[config.mk]
export PLATFORM = sky130hd
export DESIGN_NAME = dxt_block_texture_decoder
export DESIGN_NICKNAME = d
export VERILOG_FILES = /design/src/design/dxt_pkg.sv /design/src/design/dxt_front.sv /design/src/design/dxt_queue.sv /design/src/design/dxt_back.sv /design/src/design/dxt_block_texture_decoder.sv
export SDC_FILE = /design/constraint.sdc
export NUM_CORES = 2
export LEC_CHECK = 0
export BUFFER_PORTS_ARGS = -buffer_cell sky130_fd_sc_hd__buf_2
export CORE_ASPECT_RATIO = 0.6
export CORE_MARGIN = 10
export CORE_UTILIZATION = 30
export CTS_CLUSTER_DIAMETER = 40
export CTS_CLUSTER_SIZE = 10
export DETAILED_ROUTE_END_ITERATION = 16
export PLACE_DENSITY_LB_ADDON = 0.1
export SYNTH_ARGS = -nofsm -noshare
export SYNTH_HDL_FRONTEND = slang
export SYNTH_SLANG_ARGS = --single-unit
[constraint.sdc]
create_clock -name clk -period 18.32 [get_ports clk]
set_clock_uncertainty 0.1 [all_clocks]
set_input_delay 0.916 -clock clk [delete_from_list [all_inputs] [get_ports clk]]
set_output_delay 0.916 -clock clk [all_outputs]
set_load 0.005 [all_outputs]
[src/design/dxt_pkg.sv]
// ----------------------------------------------------------------------------
// dxt_pkg
// Shared types, constants and arithmetic helpers of the block texture decoder.
// ----------------------------------------------------------------------------
package dxt_pkg;

  // Image size limits in pixels
  localparam int MaxWidth  = 4096;
  localparam int MaxHeight = 4096;

  // Block format codes (code 3 decodes as interpolated alpha)
  localparam logic [1:0] FMT_DXT1 = 2'd0;
  localparam logic [1:0] FMT_DXT3 = 2'd1;
  localparam logic [1:0] FMT_DXT5 = 2'd2;

  // Configuration register indexes
  localparam logic [1:0] REG_FORMAT = 2'd0;
  localparam logic [1:0] REG_WIDTH  = 2'd1;
  localparam logic [1:0] REG_HEIGHT = 2'd2;

  // Configuration register set
  typedef struct packed {
    logic [1:0]  fmt;
    logic [12:0] width;
    logic [12:0] height;
  } cfg_t;

  // One classified block as queued between front and back
  typedef struct packed {
    logic [1:0]        fmt;
    logic              three_color;  // DXT1 with endpoint0 <= endpoint1
    logic              ramp7;        // DXT5 eight-level ramp
    logic [9:0]        col;
    logic [9:0]        row;
    logic [2:0]        size_w;       // 1..4 texel columns
    logic [2:0]        size_h;       // 1..4 texel rows
    logic [31:0]       idx;          // 2-bit color indexes
    logic [63:0]       alpha_bits;   // low block word, alpha codes
    logic [23:0]       ep0;          // expanded endpoint 0, RGB
    logic [23:0]       ep1;          // expanded endpoint 1, RGB
    logic [2:0][9:0]   mix2;         // blend numerators for entry 2, per channel
    logic [2:0][9:0]   mix3;         // blend numerators for entry 3, per channel
    logic [5:0][10:0]  ramp_num;     // alpha ramp numerators, levels 2..7
  } blk_t;

  // Queue status seen by the top level
  typedef struct packed {
    logic empty;
    logic full;
  } q_stat_t;

  // Expand RGB565 to RGB888 by bit replication
  function automatic logic [23:0] expand565(input logic [15:0] c);
    logic [4:0] r5;
    logic [5:0] g6;
    logic [4:0] b5;
    r5 = c[15:11];
    g6 = c[10:5];
    b5 = c[4:0];
    return {r5, r5[4:2], g6, g6[5:4], b5, b5[4:2]};
  endfunction

  // x / 3 for x < 768, by reciprocal multiply
  function automatic logic [7:0] div3(input logic [9:0] x);
    logic [20:0] p;
    p = 21'(x) * 21'd683;
    return p[18:11];
  endfunction

  // x / 5 for x < 1280, by reciprocal multiply
  function automatic logic [7:0] div5(input logic [10:0] x);
    logic [23:0] p;
    p = 24'(x) * 24'd6554;
    return p[22:15];
  endfunction

  // x / 7 for x < 1792, by reciprocal multiply
  function automatic logic [7:0] div7(input logic [10:0] x);
    logic [23:0] p;
    p = 24'(x) * 24'd4682;
    return p[22:15];
  endfunction

endpackage

[src/design/dxt_front.sv]
// ----------------------------------------------------------------------------
// dxt_front
// Accepts blocks, tracks the block position and precomputes blend sums.
// ----------------------------------------------------------------------------
module dxt_front import dxt_pkg::*; (
  input  logic         clk,
  input  logic         rst_n,
  input  cfg_t         cfg,
  input  logic         in_valid,
  input  logic         in_first,
  input  logic [127:0] in_data,
  input  logic         q_full,
  output logic         in_ready,
  output logic         push,
  output blk_t         push_blk
);

  logic [9:0]  col_r, col_nxt;
  logic [9:0]  row_r, row_nxt;
  logic [9:0]  start_col, start_row;
  logic [12:0] w, h;
  logic [10:0] bpr;
  logic [63:0] lo, hi;
  logic [15:0] c0, c1;
  logic [10:0] a0e, a1e;
  logic        ramp7;

  assign in_ready = !q_full;
  assign push     = in_valid && !q_full;
  assign lo       = in_data[63:0];
  assign hi       = in_data[127:64];

  // Clamp image size and derive blocks per row
  always_comb begin
    if (cfg.width == 13'd0) begin
      w = 13'd1;
    end else if (cfg.width > 13'(MaxWidth)) begin
      w = 13'(MaxWidth);
    end else begin
      w = cfg.width;
    end
    if (cfg.height == 13'd0) begin
      h = 13'd1;
    end else if (cfg.height > 13'(MaxHeight)) begin
      h = 13'(MaxHeight);
    end else begin
      h = cfg.height;
    end
    bpr = (w[12:2] == 11'd0) ? 11'd1 : w[12:2];
  end

  // Position of this block and the next one in raster order
  always_comb begin
    start_col = in_first ? 10'd0 : col_r;
    start_row = in_first ? 10'd0 : row_r;
    if ((11'(start_col) + 11'd1 >= bpr) || (start_col == 10'd1023)) begin
      col_nxt = 10'd0;
      row_nxt = start_row + 10'd1;
    end else begin
      col_nxt = start_col + 10'd1;
      row_nxt = start_row;
    end
  end

  // Classify the block and form the blend numerators
  always_comb begin
    if (cfg.fmt == FMT_DXT1) begin
      c0 = lo[15:0];
      c1 = lo[31:16];
      push_blk.idx = lo[63:32];
      push_blk.three_color = (c0 <= c1);
    end else begin
      c0 = hi[15:0];
      c1 = hi[31:16];
      push_blk.idx = hi[63:32];
      push_blk.three_color = 1'b0;
    end
    push_blk.fmt        = cfg.fmt;
    push_blk.col        = start_col;
    push_blk.row        = start_row;
    push_blk.size_w     = (w < 13'd4) ? w[2:0] : 3'd4;
    push_blk.size_h     = (h < 13'd4) ? h[2:0] : 3'd4;
    push_blk.alpha_bits = lo;
    push_blk.ep0        = expand565(c0);
    push_blk.ep1        = expand565(c1);
    for (int j = 0; j < 3; j++) begin
      if (push_blk.three_color) begin
        push_blk.mix2[j] = 10'(push_blk.ep0[8*j +: 8]) + 10'(push_blk.ep1[8*j +: 8]);
      end else begin
        push_blk.mix2[j] = {1'b0, push_blk.ep0[8*j +: 8], 1'b0}
                         + 10'(push_blk.ep1[8*j +: 8]);
      end
      push_blk.mix3[j] = 10'(push_blk.ep0[8*j +: 8])
                       + {1'b0, push_blk.ep1[8*j +: 8], 1'b0};
    end
    a0e   = 11'(lo[7:0]);
    a1e   = 11'(lo[15:8]);
    ramp7 = (lo[7:0] > lo[15:8]);
    push_blk.ramp7 = ramp7;
    for (int k = 1; k <= 6; k++) begin
      if (ramp7) begin
        push_blk.ramp_num[k-1] = 11'(7 - k) * a0e + 11'(k) * a1e + 11'd3;
      end else if (k <= 4) begin
        push_blk.ramp_num[k-1] = 11'(5 - k) * a0e + 11'(k) * a1e + 11'd2;
      end else begin
        push_blk.ramp_num[k-1] = 11'd0;
      end
    end
  end

  // Advance the block position on each accepted beat
  always_ff @(posedge clk) begin
    if (!rst_n) begin
      col_r <= 10'd0;
      row_r <= 10'd0;
    end else if (push) begin
      col_r <= col_nxt;
      row_r <= row_nxt;
    end
  end

endmodule

[src/design/dxt_queue.sv]
// ----------------------------------------------------------------------------
// dxt_queue
// Two-entry block queue between the front and the back.
// ----------------------------------------------------------------------------
module dxt_queue import dxt_pkg::*; (
  input  logic    clk,
  input  logic    rst_n,
  input  logic    push,
  input  blk_t    push_blk,
  input  logic    pop,
  output blk_t    head,
  output q_stat_t stat
);

  blk_t       mem_r [2];
  logic       wr_ptr_r, rd_ptr_r;
  logic [1:0] count_r, count_nxt;

  assign head       = mem_r[rd_ptr_r];
  assign stat.empty = (count_r == 2'd0);
  assign stat.full  = (count_r == 2'd2);

  always_comb begin
    count_nxt = count_r;
    if (push && !pop) begin
      count_nxt = count_r + 2'd1;
    end else if (pop && !push) begin
      count_nxt = count_r - 2'd1;
    end
  end

  // Pointers and fill level
  always_ff @(posedge clk) begin
    if (!rst_n) begin
      wr_ptr_r <= 1'b0;
      rd_ptr_r <= 1'b0;
      count_r  <= 2'd0;
    end else begin
      if (push) begin
        wr_ptr_r <= !wr_ptr_r;
      end
      if (pop) begin
        rd_ptr_r <= !rd_ptr_r;
      end
      count_r <= count_nxt;
    end
  end

  // Entry storage
  always_ff @(posedge clk) begin
    if (push) begin
      mem_r[wr_ptr_r] <= push_blk;
    end
  end

endmodule

[src/design/dxt_back.sv]
// ----------------------------------------------------------------------------
// dxt_back
// Finishes palette and alpha ramp of a block and emits one texel per cycle while out_ready holds.
// ----------------------------------------------------------------------------
module dxt_back import dxt_pkg::*; (
  input  logic        clk,
  input  logic        rst_n,
  input  blk_t        head,
  input  logic        q_empty,
  output logic        pop,
  output logic        out_valid,
  input  logic        out_ready,
  output logic [55:0] out_data,
  output logic        out_last
);

  // Block being emitted
  logic              work_v_r, work_v_nxt;
  logic [1:0]        fmt_r;
  logic              three_r;
  logic [9:0]        col_r, row_r;
  logic [2:0]        size_w_r, size_h_r;
  logic [31:0]       idx_r;
  logic [63:0]       abits_r;
  logic [3:0][23:0]  pal_r;
  logic [7:0][7:0]   ramp_r;
  logic [1:0]        c_r, c_nxt, r_r, r_nxt;

  // Finished palette and ramp of the queue head
  logic [3:0][23:0]  pal_nxt;
  logic [7:0][7:0]   ramp_nxt;

  // Output register
  logic              out_valid_r, out_valid_nxt;
  logic [31:0]       texel_r;
  logic [11:0]       px_r, py_r;
  logic              last_r;

  logic              out_free, emit, row_end, at_last, load;
  logic [3:0]        pos;
  logic [1:0]        ci;
  logic [2:0]        acode;
  logic [5:0]        abase;
  logic [7:0]        alpha;

  assign out_valid = out_valid_r;
  assign out_data  = {py_r, px_r, texel_r};
  assign out_last  = last_r;

  // Divide the blend sums of the head block
  always_comb begin
    pal_nxt[0] = head.ep0;
    pal_nxt[1] = head.ep1;
    for (int j = 0; j < 3; j++) begin
      if (head.three_color) begin
        pal_nxt[2][8*j +: 8] = head.mix2[j][8:1];
        pal_nxt[3][8*j +: 8] = 8'd0;
      end else begin
        pal_nxt[2][8*j +: 8] = div3(head.mix2[j]);
        pal_nxt[3][8*j +: 8] = div3(head.mix3[j]);
      end
    end
    ramp_nxt[0] = head.alpha_bits[7:0];
    ramp_nxt[1] = head.alpha_bits[15:8];
    for (int k = 1; k <= 6; k++) begin
      if (head.ramp7) begin
        ramp_nxt[k+1] = div7(head.ramp_num[k-1]);
      end else if (k <= 4) begin
        ramp_nxt[k+1] = div5(head.ramp_num[k-1]);
      end else if (k == 5) begin
        ramp_nxt[k+1] = 8'd0;
      end else begin
        ramp_nxt[k+1] = 8'hFF;
      end
    end
  end

  // Emit and load control
  always_comb begin
    out_free   = !out_valid_r || out_ready;
    emit       = work_v_r && out_free;
    row_end    = ({1'b0, c_r} == size_w_r - 3'd1);
    at_last    = row_end && ({1'b0, r_r} == size_h_r - 3'd1);
    load       = !q_empty && (!work_v_r || (emit && at_last));
    pop        = load;
    work_v_nxt = work_v_r;
    if (load) begin
      work_v_nxt = 1'b1;
    end else if (emit && at_last) begin
      work_v_nxt = 1'b0;
    end
    c_nxt = c_r;
    r_nxt = r_r;
    if (load) begin
      c_nxt = 2'd0;
      r_nxt = 2'd0;
    end else if (emit) begin
      if (row_end) begin
        c_nxt = 2'd0;
        r_nxt = r_r + 2'd1;
      end else begin
        c_nxt = c_r + 2'd1;
      end
    end
    out_valid_nxt = emit ? 1'b1 : (out_ready ? 1'b0 : out_valid_r);
  end

  // Select color and alpha of the current texel
  always_comb begin
    pos   = {r_r, c_r};
    ci    = idx_r[{pos, 1'b0} +: 2];
    abase = 6'd16 + {2'b00, pos} + {1'b0, pos, 1'b0};
    acode = abits_r[abase +: 3];
    case (fmt_r)
      FMT_DXT1: alpha = (three_r && (ci == 2'd3)) ? 8'd0 : 8'hFF;
      FMT_DXT3: alpha = {abits_r[{pos, 2'b00} +: 4], 4'b0000};
      default:  alpha = ramp_r[acode];
    endcase
  end

  // Control registers
  always_ff @(posedge clk) begin
    if (!rst_n) begin
      work_v_r    <= 1'b0;
      out_valid_r <= 1'b0;
      c_r         <= 2'd0;
      r_r         <= 2'd0;
    end else begin
      work_v_r    <= work_v_nxt;
      out_valid_r <= out_valid_nxt;
      c_r         <= c_nxt;
      r_r         <= r_nxt;
    end
  end

  // Capture the next block
  always_ff @(posedge clk) begin
    if (load) begin
      fmt_r    <= head.fmt;
      three_r  <= head.three_color;
      col_r    <= head.col;
      row_r    <= head.row;
      size_w_r <= head.size_w;
      size_h_r <= head.size_h;
      idx_r    <= head.idx;
      abits_r  <= head.alpha_bits;
      pal_r    <= pal_nxt;
      ramp_r   <= ramp_nxt;
    end
  end

  // Hold the texel beat until taken
  always_ff @(posedge clk) begin
    if (emit) begin
      texel_r <= {alpha, pal_r[ci]};
      px_r    <= {col_r, c_r};
      py_r    <= {row_r, r_r};
      last_r  <= at_last;
    end
  end

endmodule

[src/design/dxt_block_texture_decoder.sv]
// A block's beat is stored in the queue, then loaded into the work registers, then its texels
// pass the texel output register, one per cycle while out_tready holds, a rate set by the single
// texel output register; a block gives 16 texels (width x height texels for images under 4 pixels).
// Input beats keep flowing into a two-entry queue while texels drain, until it is full.
// Reset (synchronous, rst_n low): queue and texel output empty, position at
// column 0 row 0, format DXT1, width 4, height 4.
// ----------------------------------------------------------------------------
// dxt_block_texture_decoder
// DXT1/DXT3/DXT5 4x4 block decoder emitting ARGB texels with coordinates.
// ----------------------------------------------------------------------------
module dxt_block_texture_decoder import dxt_pkg::*; (
  input  logic         clk,
  input  logic         rst_n,
  // Configuration port
  input  logic         cfg_psel,
  input  logic         cfg_penable,
  input  logic         cfg_pwrite,
  input  logic [3:0]   cfg_paddr,
  input  logic [31:0]  cfg_pwdata,
  output logic [31:0]  cfg_prdata,
  output logic         cfg_pready,
  // Block input
  input  logic         in_tvalid,
  output logic         in_tready,
  input  logic [127:0] in_tdata,   // [63:0] block_low, [127:64] block_high
  input  logic         in_tuser,   // [0] first_block
  // Texel output
  output logic         out_tvalid,
  input  logic         out_tready,
  output logic [55:0]  out_tdata,  // [31:0] texel, [43:32] pixel_x, [55:44] pixel_y
  output logic         out_tlast   // last_texel
);

  cfg_t    cfg_r;
  logic    cfg_wr;
  logic    push, pop;
  blk_t    push_blk, head;
  q_stat_t q_st;

  assign cfg_pready = 1'b1;
  assign cfg_wr     = cfg_psel && cfg_penable && cfg_pwrite && cfg_pready;

  // Register writes
  always_ff @(posedge clk) begin
    if (!rst_n) begin
      cfg_r.fmt    <= FMT_DXT1;
      cfg_r.width  <= 13'd4;
      cfg_r.height <= 13'd4;
    end else if (cfg_wr) begin
      case (cfg_paddr[3:2])
        REG_FORMAT: cfg_r.fmt    <= cfg_pwdata[1:0];
        REG_WIDTH:  cfg_r.width  <= cfg_pwdata[12:0];
        REG_HEIGHT: cfg_r.height <= cfg_pwdata[12:0];
        default:    cfg_r        <= cfg_r;
      endcase
    end
  end

  // Register reads
  always_comb begin
    case (cfg_paddr[3:2])
      REG_FORMAT: cfg_prdata = {30'd0, cfg_r.fmt};
      REG_WIDTH:  cfg_prdata = {19'd0, cfg_r.width};
      REG_HEIGHT: cfg_prdata = {19'd0, cfg_r.height};
      default:    cfg_prdata = 32'd0;
    endcase
  end

  dxt_front u_front (
    .clk      (clk),
    .rst_n    (rst_n),
    .cfg      (cfg_r),
    .in_valid (in_tvalid),
    .in_first (in_tuser),
    .in_data  (in_tdata),
    .q_full   (q_st.full),
    .in_ready (in_tready),
    .push     (push),
    .push_blk (push_blk)
  );

  dxt_queue u_queue (
    .clk      (clk),
    .rst_n    (rst_n),
    .push     (push),
    .push_blk (push_blk),
    .pop      (pop),
    .head     (head),
    .stat     (q_st)
  );

  dxt_back u_back (
    .clk       (clk),
    .rst_n     (rst_n),
    .head      (head),
    .q_empty   (q_st.empty),
    .pop       (pop),
    .out_valid (out_tvalid),
    .out_ready (out_tready),
    .out_data  (out_tdata),
    .out_last  (out_tlast)
  );

  // A full queue must hold off the input side
  assert property (@(posedge clk) disable iff (!rst_n)
    q_st.full |-> !in_tready)
    else $error("queue full while input ready");

  // Texels of one block follow without gaps
  assert property (@(posedge clk) disable iff (!rst_n)
    out_tvalid && out_tready && !out_tlast |=> out_tvalid)
    else $error("gap inside a block's texels");

  // A queued block is offered after the previous block's last texel is taken
  assert property (@(posedge clk) disable iff (!rst_n)
    out_tvalid && out_tready && out_tlast && !q_st.empty |-> ##[1:2] out_tvalid)
    else $error("queued block not started");

  // The queue only fills through an accepted beat
  assert property (@(posedge clk) disable iff (!rst_n)
    $rose(q_st.full) |-> $past(in_tvalid && in_tready))
    else $error("queue filled without an input beat");

endmodule
# [Word-level counts from Yosys, hierarchy flattened]
# Memory sizes are Yosys's and may differ from the RTL's. A register that Yosys moved wholly into a read port is not among the register bits.
# Cells that the tools add are included.
[classes] muxes=49 mul=22 add_sub_neg=40 n_reduce_logical=36 n_bitwise=1 n_lt_le_gt_ge=9 shift=3 eq_ne=8
[op_table] operator="11-bit by 12-bit multiplier with 22-bit output, second input constant" count=10
[op_table] operator="10-bit by 10-bit multiplier with 19-bit output, second input constant" count=6
[op_table] operator="11-bit by 2-bit adder with 11-bit output, second input constant" count=10
[op_table] operator="11-bit two-way mux" count=7
[op_table] operator="8-bit two-way mux" count=9
[op_table] operator="10-bit two-way mux" count=7
[op_table] operator="64-bit by 7-bit variable part select with 3-bit output" count=1
[op_table] operator="64-bit by 7-bit variable part select with 4-bit output" count=1
[op_table] operator="13-bit two-way mux" count=4
[op_table] operator="24-bit binary-select mux with 2-bit select" count=1
[op_table] operator="2-bit by 8-bit multiplier with 10-bit output, first input constant" count=4
[op_table] operator="13-bit case mux with 3 select lines" count=1
[op_table] operator="16-bit two-way mux" count=2
[op_table] operator="32-bit two-way mux" count=1
[op_table] operator="32-bit by 6-bit variable part select with 2-bit output" count=1
[op_table] operator="8-bit by 9-bit adder with 10-bit output" count=3
[op_table] operator="9-bit by 8-bit adder with 10-bit output" count=3
[op_table] operator="8-bit by 8-bit adder with 9-bit output" count=3
[op_table] operator="13-bit > comparator, second input constant" count=2
[op_table] operator="13-bit logical NOT" count=2
[op_table] operator="13-bit by 3-bit less-than comparator with 1-bit output, second input constant" count=2
[op_table] operator="8-bit binary-select mux with 3-bit select" count=1
[op_table] operator="24-bit two-way mux" count=1
[op_table] operator="10-bit by 10-bit adder with 11-bit output" count=2
[op_table] operator="other kinds (38)" count=84
[totals] in_bits=172 ff_bits=400 memories=1 ram_bits=600
[mem_list] memory="u_queue.mem_r" words=2 width=300 read_ports=1 rd_clocked_by_memory_dff=1 wr=1 line="dxt_queue.sv:15" source="blk_t mem_r [2];"

# [Longest topological paths before layout]
[depth] depth_word=9 mapped_depth=29

# [By module]
# A second synthesis with hierarchy kept.
[hier_totals] hier_cells=6223 area_unflattened_um2=76009.1
[by_module_without_submodules] mod="dxt_back" cells_each=3594 n_inst=1 area_each_um2=41001.8
[by_module_without_submodules] mod="dxt_queue" cells_each=955 n_inst=1 area_each_um2=22058.7
[by_module_without_submodules] mod="dxt_front" cells_each=1522 n_inst=1 area_each_um2=11538.6
[by_module_without_submodules] mod="dxt_block_texture_decoder" cells_each=152 n_inst=1 area_each_um2=1410.1

# [Worst setup path after synthesis]
# OpenSTA, ideal clock, no wires.
[synth_path] path_kind="in2reg" from="in in_tvalid" to="mem u_queue.mem_r[0][100] (netlist bit) (enable)" path_buffers=1 path_stages=3 path_slack_ns=4.504 setup_time_ns=0.928 required_time_ns=17.292 arrival_time_ns=12.788 cell_sequence="nand2_1 clkbuf_1 nor2_1"
[synth_via] elab_chain_len=3
[synth_lines] item="start, declared" line="dxt_block_texture_decoder.sv:23" source="input logic in_tvalid,"
[synth_lines] item="1-bit logical AND" line="dxt_front.sv:29" source="assign push = in_valid && !q_full;"
[synth_lines] item="1-bit two-way mux" line="dxt_queue.sv:51" source="if (push) begin"
[synth_lines] item="1-bit two-way mux (not written as such)" line="dxt_queue.sv:52" source="mem_r[wr_ptr_r] <= push_blk;"
[synth_lines] item="end, declared" line="dxt_queue.sv:15"
# No other way between the ends.

==> flow_metrics.env <==
export IMPL_status="finished clean"
export IMPL_post_drt_via_cell_ratio=4.68
export IMPL_avgSynthCellArea_um2=12.0
export IMPL_cts_repair_resized=0
export IMPL_synth_top_area_share_pct=36.1
export IMPL_overflow=0
export IMPL_path_clk_slew_ns=0.05
export IMPL_h_tree_depth=4
export IMPL_detail_route_antenna_nets=0
export IMPL_clk_latency_ns=0.81
export IMPL_dieArea_um2=262000
export IMPL_async_flop_share_pct=0
export IMPL_setup_violations=0
export IMPL_die_h_um=400
export IMPL_crit_arrival_ns=8.91
export IMPL_cts_tree="yes"
export IMPL_cp_data_required_time_ns=18.78
export IMPL_wl_per_cell_um=21.2
export IMPL_hold_path_class="input pin to flip-flop"
export IMPL_synth_largest_area_cell="edfxtp_1"
export IMPL_place_inst=9390
export IMPL_grtUsageTotal_pct=15.4
export IMPL_core_um2=239000
export IMPL_fillCellCount=23800
export IMPL_synth_cell_types=84
export IMPL_layout_cells_non_filler=9634
export IMPL_min_path_cells=1
export IMPL_synth_xor_area_share_pct=3.61
export IMPL_grt_pass1_wl_mm=307
export IMPL_yosys_top_cells_area="edfxtp_1, ha_1, fa_1"
export IMPL_cp_end_kind="flip-flop"
export IMPL_path_class="flip-flop to flip-flop"
export IMPL_synth_seq_cells=929
export IMPL_wl_mm=204
export IMPL_clk_path_buf_depth=4
export IMPL_fin_crit_sh_pct=46.1
export IMPL_cts_hold_fix_buffers=0
export IMPL_finalCriticalPeriod_ns=8.45
export IMPL_place_hpwl_mm=159
export IMPL_synth_edff_count=870
export IMPL_cap_viol_max_count=0
export IMPL_antenna_found_initial=14
export IMPL_synthMuxAreaShare_pct=9.44
export IMPL_critPathMaxFanout=35
export IMPL_area_delta_synth_final_pct=13.4
export IMPL_yosysSeqAreaShare_pct=37.8
export IMPL_fmax_mhz=118
export IMPL_cts_root_buf="clkbuf_16"
export IMPL_startpoint_type="flip-flop"
export IMPL_synth_simple_area_share_pct=5.27
export IMPL_holdWs_ns=0.216
export IMPL_synth_compound_area_share_pct=6.76
export IMPL_drive_gt1_share_pct=13.9
export IMPL_die_w_um=654
export IMPL_drv_slew=0
export IMPL_cts_sinks=929
export IMPL_rows=139
export IMPL_synthFlopType="edfxtp_1"
export IMPL_yosys_warnings=0
export IMPL_port_buffers=222
export IMPL_tightestPinTransition_ns=1.23
export IMPL_grt_max_degree=100
export IMPL_synth_cells=6051
export IMPL_synth_fa_ha_area_share_pct=31.0
export IMPL_num_nets_final=8113
export IMPL_drc=0
export IMPL_grt_pass1_vias=46400
export IMPL_first_pass_iters=7
export IMPL_synth_area_um2=72300
export IMPL_cts_buffers_inserted=149
export IMPL_post_cts_buffers=0
export IMPL_relSlewSlack_pct=17.0
export IMPL_reg2regPathDepth=24
export IMPL_rsz0062_at_grt="no"
export IMPL_synth_top_family_by_area="adder cells"
export IMPL_drtIter0Drc=2614
export IMPL_vias=45100
export IMPL_start_util_pct=30.2
export IMPL_fin_setup_tns_ns=0
export IMPL_finalHoldViolCount=0
export IMPL_place_congestion=0.807
export IMPL_pin_count=264
-- logic make-up (layout without fill, tap and decap cells) --
family | Yosys count | in the layout
AOI/OAI and AO/OA | 767 | 767
DFF | 929 | 929
adders and majority gates | 1572 | 1572
muxes | 529 | 529
and+or+nand+nor | 817 | 817
buffers and inverters | 1137 | 1527
xor gates and xnor gates | 298 | 298
other | 2 | 23
-- flip-flops by register name (all words and copies together) (netlist names), 2 cells and up, named ones only --
register and cells:
u_back.py_r 12, u_back.texel_r 32, u_back.c_r 2, u_back.size_w_r 3, u_back.ramp_r 62, u_back.abits_r 50, u_back.row_r 10, u_back.fmt_r 2
cfg_r 28, u_queue.mem_r 560, u_front.row_r 10, u_back.idx_r 32, u_back.col_r 10, u_queue.count_r 2, u_back.r_r 2, u_back.pal_r 80
u_front.col_r 10, u_back.size_h_r 3, u_back.px_r 12
-- final timing paths --
| check | from | to | slack, ns |
|---|---|---|---|
| worst max-delay path | flip-flop | u_back.ramp_r[19] | 9.87 |
| worst min-delay path | in_tdata[42] | u_queue.mem_r[0][216] | 0.22 |
| worst max register to register | flip-flop | u_back.ramp_r[19] | 9.87 |
| worst min register to register | u_back.row_r[0] | u_back.py_r[2] | 0.32 |
-- metal layers --
layer	up-vias	part of all wire [%]	global-route usage, %
met5	-	0	0
met4	0	1.9	2.88
met3	205	4.9	2.56
met2	849	38	20.7
met1	22000	55	25.3
li1	22000	-	-
-- placed cells by master (no fill, tap or decap), types with 76 or more instances in the layout --
cell type  count
a21o_1        76
a21oi_1      273
buf_2        222
clkbuf_16    151
edfxtp_1     870
fa_1         366
ha_1        1205
inv_1        989
mux2_2       289
mux2i_1      146
mux4_2        79
nand2_1      244
nand3_1       77
nor2_1       223
o21ai_0      134
xnor2_1      198
xor2_1       100
-- per-stage QoR --
step / area (um^2) / setup WS [ns] / utilization (%)
3_3_place_gp: 77400 / 9.69 / 32.3
2_1_floorplan: 72400 / 4.50 / -
4_1_cts: 82000 / 9.69 / 34.2
6_report: 82000 / 9.87 / 34.2
3_5_place_dp: 77400 / 9.69 / 32.3
5_1_grt: 82000 / 9.18 / 34.2
-- final cells by class --
class                   count  area, um^2  area share (%)
multi-input cells        4003       40700            49.6
flip-flops and latches    929       27300            33.3
well taps                3172        3970            4.84
clock buffers             177        3900            4.75
inverters                 995        3740            4.57
repair buffers            291        1630            1.99
clock inverters            64         717           0.875
diodes                      3        7.51         0.00916
-- worst max-delay path: stages, from the launching register on --
cell and delay, ns:
dfxtp_4 0.61, buf_4 0.55, buf_4 0.58, buf_4 0.58, mux2i_1 0.63, inv_1 0.34, ha_1 0.45, ha_1 0.35
inv_1 0.07, fa_1 0.54, inv_1 0.06, fa_1 0.52, inv_1 0.05, fa_1 0.50, inv_1 0.04, ha_1 0.26
o21a_1 0.12, o21ai_0 0.07, and2_1 0.16, a211oi_1 0.53, o21ai_0 0.28, o21bai_1 0.25, xnor2_1 0.15, nor2_1 0.06
a31o_2 0.22
-- Yosys cell counts, drive strengths merged (6+ instances only) --
master and instances:
ha 1206, inv 993, edfxtp 870, fa 366, mux2 291, a21oi 273, nand2 244, nor2 228
xnor2 198, mux2i 148, o21ai 135, xor2 100, mux4 90, nand3 77, a21o 76, clkbuf 74
buf 68, dfxtp 59, nor3 55, nor2b 54, o21bai 37, a21boi 33, o31ai 32, a211oi 30
and2 27, or3 27, o21a 26, nand2b 23, nand4 23, and3 22, a211o 17, o211ai 16
nand3b 13, a2111oi 12, a22o 11, a31oi 8, a31o 6, nor3b 6, nor4 6, o41ai 6
Power is not shown: default switching activity piles up to over one toggle a cycle in this logic, so the estimate is an artifact.
